--- src/cpse_pkg.sv ---
// ----------------------------------------------------------------------------
// cpse_pkg: shared types and constants for the PGN signal extractor
// Symbol codes, register map, value formats, datapath widths and the
// control structs that pass between the extractor's modules.
// ----------------------------------------------------------------------------
package cpse_pkg;

	// field widths
	localparam int KIND_W   = 2;
	localparam int DATA_W   = 18;
	localparam int TIME_W   = 63;
	localparam int VALUE_W  = 48;
	localparam int PGN_W    = 18;
	localparam int POS_W    = 6;
	localparam int FMT_W    = 2;
	localparam int SCALE_W  = 32;
	localparam int CFG_IDX_W = 3;
	localparam int CFG_DATA_W = 48;

	localparam int PAYLOAD_BITS_DEF = 64;

	// datapath widths
	localparam int FIELD_W  = 17;              // extracted value, signed
	localparam int AMAG_W   = 16;              // |field|
	localparam int BMAG_W   = 32;              // |scale_factor|
	localparam int FRAC_W   = 32;              // dividend pre-shift (2^32)
	localparam int MAG_W    = AMAG_W + FRAC_W; // result magnitude
	localparam int STEP_W   = 6;
	localparam int MUL_STEPS = AMAG_W;
	localparam int DIV_STEPS = MAG_W;
	localparam int SUM_W    = VALUE_W + 2;

	// symbol kinds
	localparam logic [KIND_W-1:0] KIND_PGN      = 2'd0;
	localparam logic [KIND_W-1:0] KIND_DATA     = 2'd1;
	localparam logic [KIND_W-1:0] KIND_PRIORITY = 2'd2;
	localparam logic [KIND_W-1:0] KIND_OTHER    = 2'd3;

	// register indexes
	localparam logic [CFG_IDX_W-1:0] REG_TARGET_PGN   = 3'd0;
	localparam logic [CFG_IDX_W-1:0] REG_BIT_POSITION = 3'd1;
	localparam logic [CFG_IDX_W-1:0] REG_VALUE_FORMAT = 3'd2;
	localparam logic [CFG_IDX_W-1:0] REG_SCALE_MODE   = 3'd3;
	localparam logic [CFG_IDX_W-1:0] REG_SCALE_FACTOR = 3'd4;
	localparam logic [CFG_IDX_W-1:0] REG_OFFSET_VALUE = 3'd5;

	// value formats
	localparam logic [FMT_W-1:0] FMT_U16 = 2'd0;
	localparam logic [FMT_W-1:0] FMT_S16 = 2'd1;
	localparam logic [FMT_W-1:0] FMT_U8  = 2'd2;
	localparam logic [FMT_W-1:0] FMT_S8  = 2'd3;

	// scale modes
	localparam logic MODE_MUL = 1'b0;
	localparam logic MODE_DIV = 1'b1;

	localparam logic [SCALE_W-1:0] SCALE_RESET = 32'h0001_0000;
	localparam logic [VALUE_W-1:0] VALUE_MAX   = 48'h7FFF_FFFF_FFFF;
	localparam logic [VALUE_W-1:0] VALUE_MIN   = 48'h8000_0000_0000;

	typedef struct packed {
		logic [PGN_W-1:0]   target_pgn;
		logic [POS_W-1:0]   bit_position;
		logic [FMT_W-1:0]   value_format;
		logic               scale_mode;
		logic [SCALE_W-1:0] scale_factor;
		logic [VALUE_W-1:0] offset_value;
	} cfg_t;

	typedef struct packed {
		logic               close;      // priority symbol ends a matched frame
		logic [FIELD_W-1:0] field;      // extracted value, two's complement
		logic [TIME_W-1:0]  frame_time;
	} frame_t;

	typedef struct packed {
		logic              start;
		logic              op_div;
		logic [AMAG_W-1:0] a_mag;
		logic [BMAG_W-1:0] b_mag;
	} unit_req_t;

	typedef enum logic [1:0] {
		ST_IDLE,
		ST_CALC,
		ST_HOLD
	} state_t;

endpackage

--- src/cpse_chan_if.sv ---
// ----------------------------------------------------------------------------
// cpse channels: valid/ready interfaces for symbols in and samples out
// One transaction moves at a clock edge where valid and ready are high.
// ----------------------------------------------------------------------------
interface cpse_sym_if;
	logic                              valid;
	logic                              ready;
	logic [cpse_pkg::KIND_W-1:0]       symbol_kind;
	logic [cpse_pkg::DATA_W-1:0]       symbol_data;
	logic [cpse_pkg::TIME_W-1:0]       symbol_time;

	modport source (output valid, symbol_kind, symbol_data, symbol_time, input ready);
	modport sink   (input valid, symbol_kind, symbol_data, symbol_time, output ready);
endinterface

interface cpse_sample_if;
	logic                              valid;
	logic                              ready;
	logic [cpse_pkg::TIME_W-1:0]       sample_time;
	logic signed [cpse_pkg::VALUE_W-1:0] sample_value;

	modport source (output valid, sample_time, sample_value, input ready);
	modport sink   (input valid, sample_time, sample_value, output ready);
endinterface

--- src/cpse_frame.sv ---
// ----------------------------------------------------------------------------
// cpse_frame: frame tracker and payload register
// Follows PGN / data / priority symbols, shifts data bytes into the
// payload and extracts the configured field when a frame closes.
// ----------------------------------------------------------------------------
module cpse_frame #(
	parameter int PAYLOAD_BITS = cpse_pkg::PAYLOAD_BITS_DEF
) (
	input  logic                          clk,
	input  logic                          arst_n,
	input  logic                          accept,
	input  logic [cpse_pkg::KIND_W-1:0]   kind,
	input  logic [cpse_pkg::DATA_W-1:0]   data,
	input  logic [cpse_pkg::TIME_W-1:0]   stamp,
	input  cpse_pkg::cfg_t                cfg,
	output cpse_pkg::frame_t              frm
);

	logic                          in_phase_q;
	logic [cpse_pkg::TIME_W-1:0]   frame_time_q;
	logic [PAYLOAD_BITS-1:0]       payload_q;
	logic [PAYLOAD_BITS-1:0]       shifted;
	logic [15:0]                   low16;
	logic                          match;

	assign match = accept && !in_phase_q && (kind == cpse_pkg::KIND_PGN)
		&& (data == cfg.target_pgn);

	always_ff @(posedge clk or negedge arst_n) begin
		if (!arst_n) begin
			in_phase_q <= 1'b0;
		end else if (accept) begin
			if (kind == cpse_pkg::KIND_PRIORITY) begin
				in_phase_q <= 1'b0;
			end else if (match) begin
				in_phase_q <= 1'b1;
			end
		end
	end

	always_ff @(posedge clk) begin
		if (match) begin
			frame_time_q <= stamp;
			payload_q    <= '0;
		end else if (accept && in_phase_q && kind == cpse_pkg::KIND_DATA) begin
			payload_q <= {payload_q[PAYLOAD_BITS-9:0], data[7:0]};
		end
	end

	// bits above the payload read as zero
	assign shifted = payload_q >> cfg.bit_position;
	assign low16   = shifted[15:0];

	always_comb begin
		frm.close      = accept && in_phase_q && (kind == cpse_pkg::KIND_PRIORITY);
		frm.frame_time = frame_time_q;
		unique case (cfg.value_format)
			cpse_pkg::FMT_U16: frm.field = {1'b0, low16};
			cpse_pkg::FMT_S16: frm.field = {low16[15], low16};
			cpse_pkg::FMT_U8:  frm.field = {9'd0, low16[7:0]};
			default:           frm.field = {{9{low16[7]}}, low16[7:0]};
		endcase
	end

endmodule

--- src/cpse_mag_unit.sv ---
// ----------------------------------------------------------------------------
// cpse_mag_unit: serial multiply / divide on magnitudes
// One 49-bit adder does shift-add multiply (16 steps) or restoring
// division of |a| * 2^32 by |b| (48 steps), one bit per cycle.
// ----------------------------------------------------------------------------
module cpse_mag_unit (
	input  logic                          clk,
	input  logic                          arst_n,
	input  cpse_pkg::unit_req_t           req,
	output logic                          done,
	output logic [cpse_pkg::MAG_W-1:0]    mag
);

	localparam int AW = cpse_pkg::MAG_W + 1;
	localparam int RW = cpse_pkg::BMAG_W;

	logic                          busy_q;
	logic                          done_q;
	logic [cpse_pkg::STEP_W-1:0]   cnt_q;
	logic                          div_q;
	logic [cpse_pkg::MAG_W-1:0]    dvd_q;   // multiplier / dividend bits, MSB first
	logic [cpse_pkg::MAG_W-1:0]    acc_q;   // product or quotient
	logic [RW-1:0]                 rem_q;
	logic [cpse_pkg::BMAG_W-1:0]   b_q;

	logic [RW:0]                   rem_shift;
	logic [AW-1:0]                 add_x;
	logic [AW-1:0]                 add_y;
	logic [AW-1:0]                 sum;
	logic                          fits;

	assign rem_shift = {rem_q, dvd_q[cpse_pkg::MAG_W-1]};

	always_comb begin
		if (div_q) begin
			add_x = {{(AW-RW-1){1'b0}}, rem_shift};
			add_y = ~{{(AW-cpse_pkg::BMAG_W){1'b0}}, b_q};
		end else begin
			add_x = {1'b0, acc_q[cpse_pkg::MAG_W-2:0], 1'b0};
			add_y = dvd_q[cpse_pkg::MAG_W-1] ? {{(AW-cpse_pkg::BMAG_W){1'b0}}, b_q} : '0;
		end
		sum  = add_x + add_y + {{(AW-1){1'b0}}, div_q};
		fits = !sum[AW-1];
	end

	always_ff @(posedge clk or negedge arst_n) begin
		if (!arst_n) begin
			busy_q <= 1'b0;
			done_q <= 1'b0;
			cnt_q  <= '0;
		end else begin
			done_q <= 1'b0;
			if (req.start) begin
				busy_q <= 1'b1;
				cnt_q  <= req.op_div ? cpse_pkg::STEP_W'(cpse_pkg::DIV_STEPS - 1)
				                     : cpse_pkg::STEP_W'(cpse_pkg::MUL_STEPS - 1);
			end else if (busy_q) begin
				cnt_q <= cnt_q - 1'b1;
				if (cnt_q == '0) begin
					busy_q <= 1'b0;
					done_q <= 1'b1;
				end
			end
		end
	end

	always_ff @(posedge clk) begin
		if (req.start) begin
			div_q <= req.op_div;
			b_q   <= req.b_mag;
			dvd_q <= {req.a_mag, {cpse_pkg::FRAC_W{1'b0}}};
			acc_q <= '0;
			rem_q <= '0;
		end else if (busy_q) begin
			dvd_q <= {dvd_q[cpse_pkg::MAG_W-2:0], 1'b0};
			if (div_q) begin
				rem_q <= fits ? sum[RW-1:0] : rem_shift[RW-1:0];
				acc_q <= {acc_q[cpse_pkg::MAG_W-2:0], fits};
			end else begin
				acc_q <= sum[cpse_pkg::MAG_W-1:0];
			end
		end
	end

	assign done = done_q;
	assign mag  = acc_q;

endmodule

--- src/can_pgn_signal_extractor.sv ---
// ----------------------------------------------------------------------------
// can_pgn_signal_extractor: J1939 PGN signal extractor
// Decodes one field of a chosen PGN from a PDU symbol stream and emits
// it scaled and offset in Q31.16 with the frame's timestamp.
// ----------------------------------------------------------------------------
// Usage: symbols that do not close a frame (PGN, data byte, other) are taken
// one per cycle. A priority symbol that closes a matched frame starts the
// serial multiply/divide unit, and the symbol input stays not ready until the
// sample has been placed in the output register. In between, in order: the
// closing symbol, the steps of the one-bit-per-cycle shared adder (16 steps
// to multiply, 48 to divide), the done flag, then the offset add and
// saturation into the output register, which waits while a stalled sink
// still holds the previous sample. The output register lets the next symbols
// flow while a sample waits to be taken. Configuration writes go through
// cfg_we / cfg_index / cfg_wdata and take effect on the next cycle; write
// only while idle.
// ----------------------------------------------------------------------------
module can_pgn_signal_extractor #(
	parameter int PAYLOAD_BITS = cpse_pkg::PAYLOAD_BITS_DEF
) (
	input  logic                               clk,
	input  logic                               arst_n,
	cpse_sym_if.sink                           sym,
	cpse_sample_if.source                      sample,
	input  logic                               cfg_we,
	input  logic [cpse_pkg::CFG_IDX_W-1:0]     cfg_index,
	input  logic [cpse_pkg::CFG_DATA_W-1:0]    cfg_wdata
);

	// configuration registers
	cpse_pkg::cfg_t cfg_q;

	always_ff @(posedge clk or negedge arst_n) begin
		if (!arst_n) begin
			cfg_q.target_pgn   <= '0;
			cfg_q.bit_position <= '0;
			cfg_q.value_format <= cpse_pkg::FMT_U16;
			cfg_q.scale_mode   <= cpse_pkg::MODE_MUL;
			cfg_q.scale_factor <= cpse_pkg::SCALE_RESET;
			cfg_q.offset_value <= '0;
		end else if (cfg_we) begin
			unique case (cfg_index)
				cpse_pkg::REG_TARGET_PGN:   cfg_q.target_pgn   <= cfg_wdata[cpse_pkg::PGN_W-1:0];
				cpse_pkg::REG_BIT_POSITION: cfg_q.bit_position <= cfg_wdata[cpse_pkg::POS_W-1:0];
				cpse_pkg::REG_VALUE_FORMAT: cfg_q.value_format <= cfg_wdata[cpse_pkg::FMT_W-1:0];
				cpse_pkg::REG_SCALE_MODE:   cfg_q.scale_mode   <= cfg_wdata[0];
				cpse_pkg::REG_SCALE_FACTOR: cfg_q.scale_factor <= cfg_wdata[cpse_pkg::SCALE_W-1:0];
				cpse_pkg::REG_OFFSET_VALUE: cfg_q.offset_value <= cfg_wdata[cpse_pkg::VALUE_W-1:0];
				default: ;  // unmapped index, write dropped
			endcase
		end
	end

	// sequencer
	cpse_pkg::state_t state_q, state_d;
	logic sym_accept;
	logic unit_done;
	logic load_out;

	cpse_pkg::frame_t    frm;
	cpse_pkg::unit_req_t req;
	logic [cpse_pkg::MAG_W-1:0] mag;

	assign sym_accept = sym.valid && sym.ready;

	cpse_frame #(
		.PAYLOAD_BITS(PAYLOAD_BITS)
	) u_frame (
		.clk    (clk),
		.arst_n (arst_n),
		.accept (sym_accept),
		.kind   (sym.symbol_kind),
		.data   (sym.symbol_data),
		.stamp  (sym.symbol_time),
		.cfg    (cfg_q),
		.frm    (frm)
	);

	// operand magnitudes, taken when a matched frame closes
	logic [cpse_pkg::FIELD_W-1:0] v_abs;
	logic [cpse_pkg::SCALE_W-1:0] s_abs;

	always_comb begin
		v_abs = frm.field[cpse_pkg::FIELD_W-1] ? (~frm.field + 1'b1) : frm.field;
		s_abs = cfg_q.scale_factor[cpse_pkg::SCALE_W-1]
			? (~cfg_q.scale_factor + 1'b1) : cfg_q.scale_factor;
		req.start  = frm.close;
		req.op_div = cfg_q.scale_mode == cpse_pkg::MODE_DIV;
		req.a_mag  = v_abs[cpse_pkg::AMAG_W-1:0];
		req.b_mag  = s_abs;
	end

	cpse_mag_unit u_unit (
		.clk    (clk),
		.arst_n (arst_n),
		.req    (req),
		.done   (unit_done),
		.mag    (mag)
	);

	// sign and special-case flags for the finishing step
	logic neg_q, vneg_q, vzero_q, divzero_q;

	always_ff @(posedge clk) begin
		if (frm.close) begin
			neg_q     <= frm.field[cpse_pkg::FIELD_W-1] ^ cfg_q.scale_factor[cpse_pkg::SCALE_W-1];
			vneg_q    <= frm.field[cpse_pkg::FIELD_W-1];
			vzero_q   <= frm.field == '0;
			divzero_q <= (cfg_q.scale_mode == cpse_pkg::MODE_DIV) && (cfg_q.scale_factor == '0);
		end
	end

	always_ff @(posedge clk or negedge arst_n) begin
		if (!arst_n) begin
			state_q <= cpse_pkg::ST_IDLE;
		end else begin
			state_q <= state_d;
		end
	end

	always_comb begin
		state_d = state_q;
		unique case (state_q)
			cpse_pkg::ST_IDLE: if (frm.close) state_d = cpse_pkg::ST_CALC;
			cpse_pkg::ST_CALC: if (unit_done) state_d = cpse_pkg::ST_HOLD;
			cpse_pkg::ST_HOLD: if (load_out)  state_d = cpse_pkg::ST_IDLE;
			default:           state_d = cpse_pkg::ST_IDLE;
		endcase
	end

	logic out_valid_q;

	always_comb begin
		sym.ready = state_q == cpse_pkg::ST_IDLE;
		load_out  = (state_q == cpse_pkg::ST_HOLD) && (!out_valid_q || sample.ready);
	end

	// apply sign, add offset, saturate to Q31.16
	logic [cpse_pkg::SUM_W-1:0]   q_ext;
	logic [cpse_pkg::SUM_W-1:0]   sum;
	logic [cpse_pkg::VALUE_W-1:0] result;

	always_comb begin
		q_ext = {2'b00, mag};
		if (neg_q) begin
			q_ext = ~q_ext + 1'b1;
		end
		sum = q_ext + {{2{cfg_q.offset_value[cpse_pkg::VALUE_W-1]}}, cfg_q.offset_value};
		priority if (divzero_q) begin
			// divide by zero: saturate by the field's sign, offset ignored
			if (vzero_q) begin
				result = '0;
			end else begin
				result = vneg_q ? cpse_pkg::VALUE_MIN : cpse_pkg::VALUE_MAX;
			end
		end else if (sum[cpse_pkg::SUM_W-1:cpse_pkg::VALUE_W-1] == '0
			|| sum[cpse_pkg::SUM_W-1:cpse_pkg::VALUE_W-1] == '1) begin
			result = sum[cpse_pkg::VALUE_W-1:0];
		end else begin
			result = sum[cpse_pkg::SUM_W-1] ? cpse_pkg::VALUE_MIN : cpse_pkg::VALUE_MAX;
		end
	end

	// output register
	logic [cpse_pkg::TIME_W-1:0]  out_time_q;
	logic [cpse_pkg::VALUE_W-1:0] out_value_q;

	always_ff @(posedge clk or negedge arst_n) begin
		if (!arst_n) begin
			out_valid_q <= 1'b0;
		end else if (load_out) begin
			out_valid_q <= 1'b1;
		end else if (sample.ready) begin
			out_valid_q <= 1'b0;
		end
	end

	always_ff @(posedge clk) begin
		if (load_out) begin
			out_time_q  <= frm.frame_time;
			out_value_q <= result;
		end
	end

	assign sample.valid        = out_valid_q;
	assign sample.sample_time  = out_time_q;
	assign sample.sample_value = $signed(out_value_q);

endmodule

--- src/flat_wrapper.sv ---
// flat-port wrapper written by rule: the top's interface ports become plain ports
module can_pgn_signal_extractor_flat 
#(
	parameter int PAYLOAD_BITS = cpse_pkg::PAYLOAD_BITS_DEF
)
  (clk, arst_n, cfg_we, cfg_index, cfg_wdata, sym_valid, sym_symbol_kind, sym_symbol_data, sym_symbol_time, sym_ready, sample_valid, sample_sample_time, sample_sample_value, sample_ready);
  cpse_sym_if sym_i ();
  cpse_sample_if sample_i ();
  input  logic clk;
  input  logic arst_n;
  input  logic cfg_we;
  input  logic [cpse_pkg::CFG_IDX_W-1:0] cfg_index;
  input  logic [cpse_pkg::CFG_DATA_W-1:0] cfg_wdata;
  input wire logic [$bits(sym_i.valid)-1:0] sym_valid;
  input wire logic [$bits(sym_i.symbol_kind)-1:0] sym_symbol_kind;
  input wire logic [$bits(sym_i.symbol_data)-1:0] sym_symbol_data;
  input wire logic [$bits(sym_i.symbol_time)-1:0] sym_symbol_time;
  output wire logic [$bits(sym_i.ready)-1:0] sym_ready;
  output wire logic [$bits(sample_i.valid)-1:0] sample_valid;
  output wire logic [$bits(sample_i.sample_time)-1:0] sample_sample_time;
  output wire logic [$bits(sample_i.sample_value)-1:0] sample_sample_value;
  input wire logic [$bits(sample_i.ready)-1:0] sample_ready;
  assign sym_i.valid = sym_valid;
  assign sym_i.symbol_kind = sym_symbol_kind;
  assign sym_i.symbol_data = sym_symbol_data;
  assign sym_i.symbol_time = sym_symbol_time;
  assign sym_ready = sym_i.ready;
  assign sample_valid = sample_i.valid;
  assign sample_sample_time = sample_i.sample_time;
  assign sample_sample_value = sample_i.sample_value;
  assign sample_i.ready = sample_ready;
  can_pgn_signal_extractor #(.PAYLOAD_BITS(PAYLOAD_BITS)) u_core (.clk(clk), .arst_n(arst_n), .sym(sym_i), .sample(sample_i), .cfg_we(cfg_we), .cfg_index(cfg_index), .cfg_wdata(cfg_wdata));
endmodule
--- config.mk ---
export PLATFORM = sky130hd
export DESIGN_NAME = can_pgn_signal_extractor_flat
export DESIGN_NICKNAME = d
export VERILOG_FILES = /design/src/cpse_pkg.sv /design/src/cpse_chan_if.sv /design/src/cpse_frame.sv /design/src/cpse_mag_unit.sv /design/src/can_pgn_signal_extractor.sv /design/src/flat_wrapper.sv
export SDC_FILE = /design/constraint.sdc
export NUM_CORES = 1
export LEC_CHECK = 0
export BUFFER_PORTS_ARGS = -buffer_cell sky130_fd_sc_hd__buf_2
export CAP_MARGIN = 20
export CORE_MARGIN = 2
export CORE_UTILIZATION = 40
export DETAILED_ROUTE_END_ITERATION = 7
export GPL_ROUTABILITY_DRIVEN = 0
export MAX_ROUTING_LAYER = met4
export SLEW_MARGIN = 25
export SYNTH_ARGS = -nofsm -noshare
export SYNTH_HDL_FRONTEND = slang
export SYNTH_SLANG_ARGS = --single-unit
--- constraint.sdc ---
create_clock -name clk -period 6.34 [get_ports clk]
set_input_delay 1.902 -clock clk [delete_from_list [all_inputs] [get_ports clk]]
set_output_delay 1.902 -clock clk [all_outputs]
set_load 0.05 [all_outputs]
==> summary.md <==
| Metric | Value |
|---|---|
| Status | `finished clean` |
| Count of different cell masters after synthesis | `78` |
| Startpoint Class | `flip-flop` |
| PD cells | `380 nW/um^2` |
| Period utilization | `96.5%` |
| Xor and xnor fraction of the mapped netlist area | `6.18%` |
| Mapped cell area | `28300 um^2` |
| Slowest CP cell | `or4_4` |
| Int Power | `7.55 mW` |
| Layout cells sized above 1 | `23.5%` |
| Sw Pwr | `4.75 mW` |
| Fin area | `32400 um^2` |
| Post-Place Cell Area | `30600 um^2` |
| Type of the most critical hold path | `reg -> reg` |
| Pre-antenna DRT Iters | `6` |
| Clock latency on the worst-skew pair | `0.61 ns` |
| IO Count | `252` |
| Max-cap viol count | `0` |
| Worst-path fanout max | `30` |
| Crit path required time | `6.67 ns` |
| WHS | `0.416 ns` |
| Leak | `12.5 nW` |
| DIE AREA | `73000 um^2` |
| 1st-iter DRT viols | `1938` |
| Global-route wire length before repair | `124 mm` |
| Main flop type after synthesis | `edfxtp_1` |
| Fin crit period | `6.12 ns` |
| Worst Skew | `0.0206 ns` |
| Mapped Avg Cell Area | `10.6 um^2` |
| Largest family of logic cells by synthesized area | `multiplexers` |
| CORE AREA | `70000 um^2` |
| Die width | `270 um` |
| Combinational power share | `40.8%` |
| Post-synth EDFFs | `227` |
| Gr usage total | `22.0%` |
| Overall routed net length | `79.5 mm` |
| CTS Buffer Depth | `3` |
| Final-stage net count | `3093` |
| Clock transition at path regs | `0.06 ns` |
| Post-synthesis instance total | `2674` |
| Worst path cell trace | `or4_4 > or3_4 > or3_4 > or3_4 > or3_4 > or3_1 > buf_4 > or3_1 > o21ai_2 > xnor2_1 > ha_2 > nand4_1 > or3_1 > o21bai_1 > a221oi_1 > o21bai_1 > xnor2_2 > o211ai_1 > buf_4 > buf_12 > o21ai_0` |
| Grt total ovfl | `0` |
| Chip height | `270 um` |
| DRC | `0` |
| Fraction of registers with async set/reset | `24.3%` |
| Largest net degree at the start of global routing | `112` |
| Slew margin rel. | `34.9%` |
| Setup TNS | `0 ns` |
| Fmax | `163 MHz` |
| CP arrival | `6.45 ns` |
| Final setup fails | `0` |
| Num rows | `97` |
| Commonest non-fill, non-tap cell in the layout | `buf_2` |
| Post-route worst setup slack | `0.222 ns` |
| Adder-cell share of the synthesized area | `4.05%` |
| Clk root buf | `clkbuf_16` |
| Final Hold Vio Count | `0` |
| TritonCTS clock tree | `done` |
| Slowest stage delay, CP | `0.55 ns` |
| Sequential-to-total area share from yosys stat | `44.8%` |
| YS warnings | `0` |
| Worst slack, placed | `0.0450 ns` |
| DR WL/cell | `20.6 um` |
| Synth-to-Final Area Change | `14.2%` |
| Commonest non-fill, non-tap cells in the layout | `buf_2, o21ai_0, nand2_1` |
| Max IR drop VDD | `0.227 mV` |
| Antenna Nets Post-Route | `0` |
| Vias per cell | `5.67` |
| Max Slew Vio Count | `0` |
| Mux contribution to synthesized area | `16.7%` |
| Worst-margin pin slew | `0.952 ns` |
| Final Util | `46.2%` |
| Initial antenna violation count | `3` |
| Clk pwr share | `24.1%` |
| Clock Sinks | `490` |
| DPL Wire Length | `59.6 mm` |
| Worst setup EP type | `flip-flop` |
| Setup CP Type | `reg -> reg` |
| Num CTS Buffers | `52` |
| Post-synthesis compound-gate area fraction | `14.6%` |
| IO buf count | `251` |
| Number of global-route vias before repair | `21350` |
| Htree depth | `2` |
| Sw frac | `38.6%` |
| Simple-gate area share of the yosys netlist | `10.3%` |
| Initial cell density of the core | `40.4%` |
| Most frequent cell on the critical path | `or3_4` |
| Seq pwr share | `35.2%` |
| Synthesized flop and latch total | `490` |
| Vias | `21824` |
| Syn_nets | `2903` |
[Yosys cell counts, types with 29 or more instances]
| library cell | instances | area [um^2] |
|---|---|---|
| mux2i_1 | 142 | 1420 |
| nand4_1 | 32 | 200 |
| inv_1 | 55 | 206 |
| a21o_1 | 37 | 278 |
| edfxtp_1 | 227 | 6820 |
| mux4_2 | 73 | 1640 |
| nor3_1 | 29 | 145 |
| o21ai_0 | 248 | 1240 |
| a21oi_1 | 161 | 806 |
| xnor2_1 | 155 | 1360 |
| nand3_1 | 39 | 195 |
| clkbuf_1 | 140 | 526 |
| ha_1 | 87 | 1090 |
| o31ai_1 | 34 | 255 |
| nand2_1 | 235 | 882 |
| o21ai_2 | 30 | 263 |
| mux2_2 | 149 | 1680 |
| dfxtp_1 | 144 | 2880 |
| nor2_1 | 176 | 661 |
| xor2_1 | 43 | 377 |
| dfrtp_1 | 118 | 2950 |
[power by group through the flow]
stage,Combinational (mW),Sequential [mW],Clock (mW)
2_1_floorplan,3.79,4.07,0
3_3_place_gp,4.87,4.36,0
3_5_place_dp,4.91,4.38,0
4_1_cts,4.94,4.32,3.04
5_1_grt,5.51,4.40,3.19
6_report,5.02,4.33,2.96
[path summary, 6_finish.rpt]
| check | startpoint | to | slack, ns | depth (start not counted) |
|---|---|---|---|---|
| max in group asynchronous | arst_n | u_core.cfg_q[64] | 3.89 | 2 |
| min | u_core.u_frame.frame_time_q[53] | u_core.sample.sample_time[53] | 0.42 | 0 |
| max reg2reg | u_core.u_unit.mag[13] | u_core.sample.sample_value[3] | 0.22 | 21 |
| max | u_core.u_unit.mag[13] | u_core.sample.sample_value[3] | 0.22 | 21 |
| min reg2reg | u_core.u_frame.frame_time_q[53] | u_core.sample.sample_time[53] | 0.42 | 0 |
| min in group asynchronous | arst_n | u_core.cfg_q[34] | 1.32 | 1 |
[metrics by stage]
step / total power [mW] / std cells
after floorplan: 7.87 / 2674
after global placement: 9.23 / 3747
after detailed placement: 9.29 / 3747
after CTS: 12.3 / 3845
after global routing: 13.1 / 3848
final: 12.3 / 3851
[registers in the layout (all words and copies together) (netlist names), 2 cells and up]
| name | cells |
|---|---|
| u_core.u_frame.frame_time_q | 63 |
| u_core.cfg_q | 107 |
| u_core.sample.sample_value | 48 |
| u_core.u_unit.rem_q | 32 |
| u_core.sample.sample_time | 63 |
| u_core.state_q | 2 |
| u_core.u_unit.dvd_q | 16 |
| u_core.u_unit.b_q | 32 |
| u_core.u_frame.payload_q | 64 |
| u_core.u_unit.mag | 48 |
| u_core.u_unit.cnt_q | 6 |
[critical path, delay by kind of cell (launching register included)]
| family | cells | cell delay (ns) |
|---|---|---|
| AND/OR/NAND/NOR | 9 | 3.28 |
| buffers and inverters | 3 | 0.54 |
| AO/OA/AOI/OAI | 6 | 1.05 |
| adder cells (fa/ha/maj) | 1 | 0.40 |
| flip-flops | 1 | 0.32 |
| XOR/XNOR | 2 | 0.24 |
[layout make-up]
class	instances	area [um^2]
fillers	6552	37700
clock inverters	18	188
repair buffers	308	1760
diodes	3	7.51
well taps	940	1180
flip-flops and latches	490	12700
clock buffers	80	1460
multi-input cells	1953	14900
inverters	59	221
[metal layers]
layer  up-vias  GRT usage (%)  wire [um]
met5         -              -          0
met4         0           6.33       2210
met3       119           2.85       4020
met2       730           37.5      40000
met1     10704           27.4      33300
li1      10271              -          -
[kinds of logic (layout without fill, tap and decap cells)]
kind of cell / after synthesis / count (layout)
AO/OA/AOI/OAI: 669 / 669
XOR/XNOR: 199 / 199
adder cells (fa/ha/maj): 90 / 90
buffers and inverters: 231 / 465
flip-flops: 490 / 490
multiplexers: 364 / 364
other: 0 / 3
AND/OR/NAND/NOR: 631 / 631
[repair_timing]
item                       in CTS  in global routing
setup endpoints to repair       1                 47
hold buffers                    0                  0
pin swaps                       0                  7
resized for setup               1                 18
buffers inserted                0                  2
No activity file was read; power rests on OpenSTA's default activity.
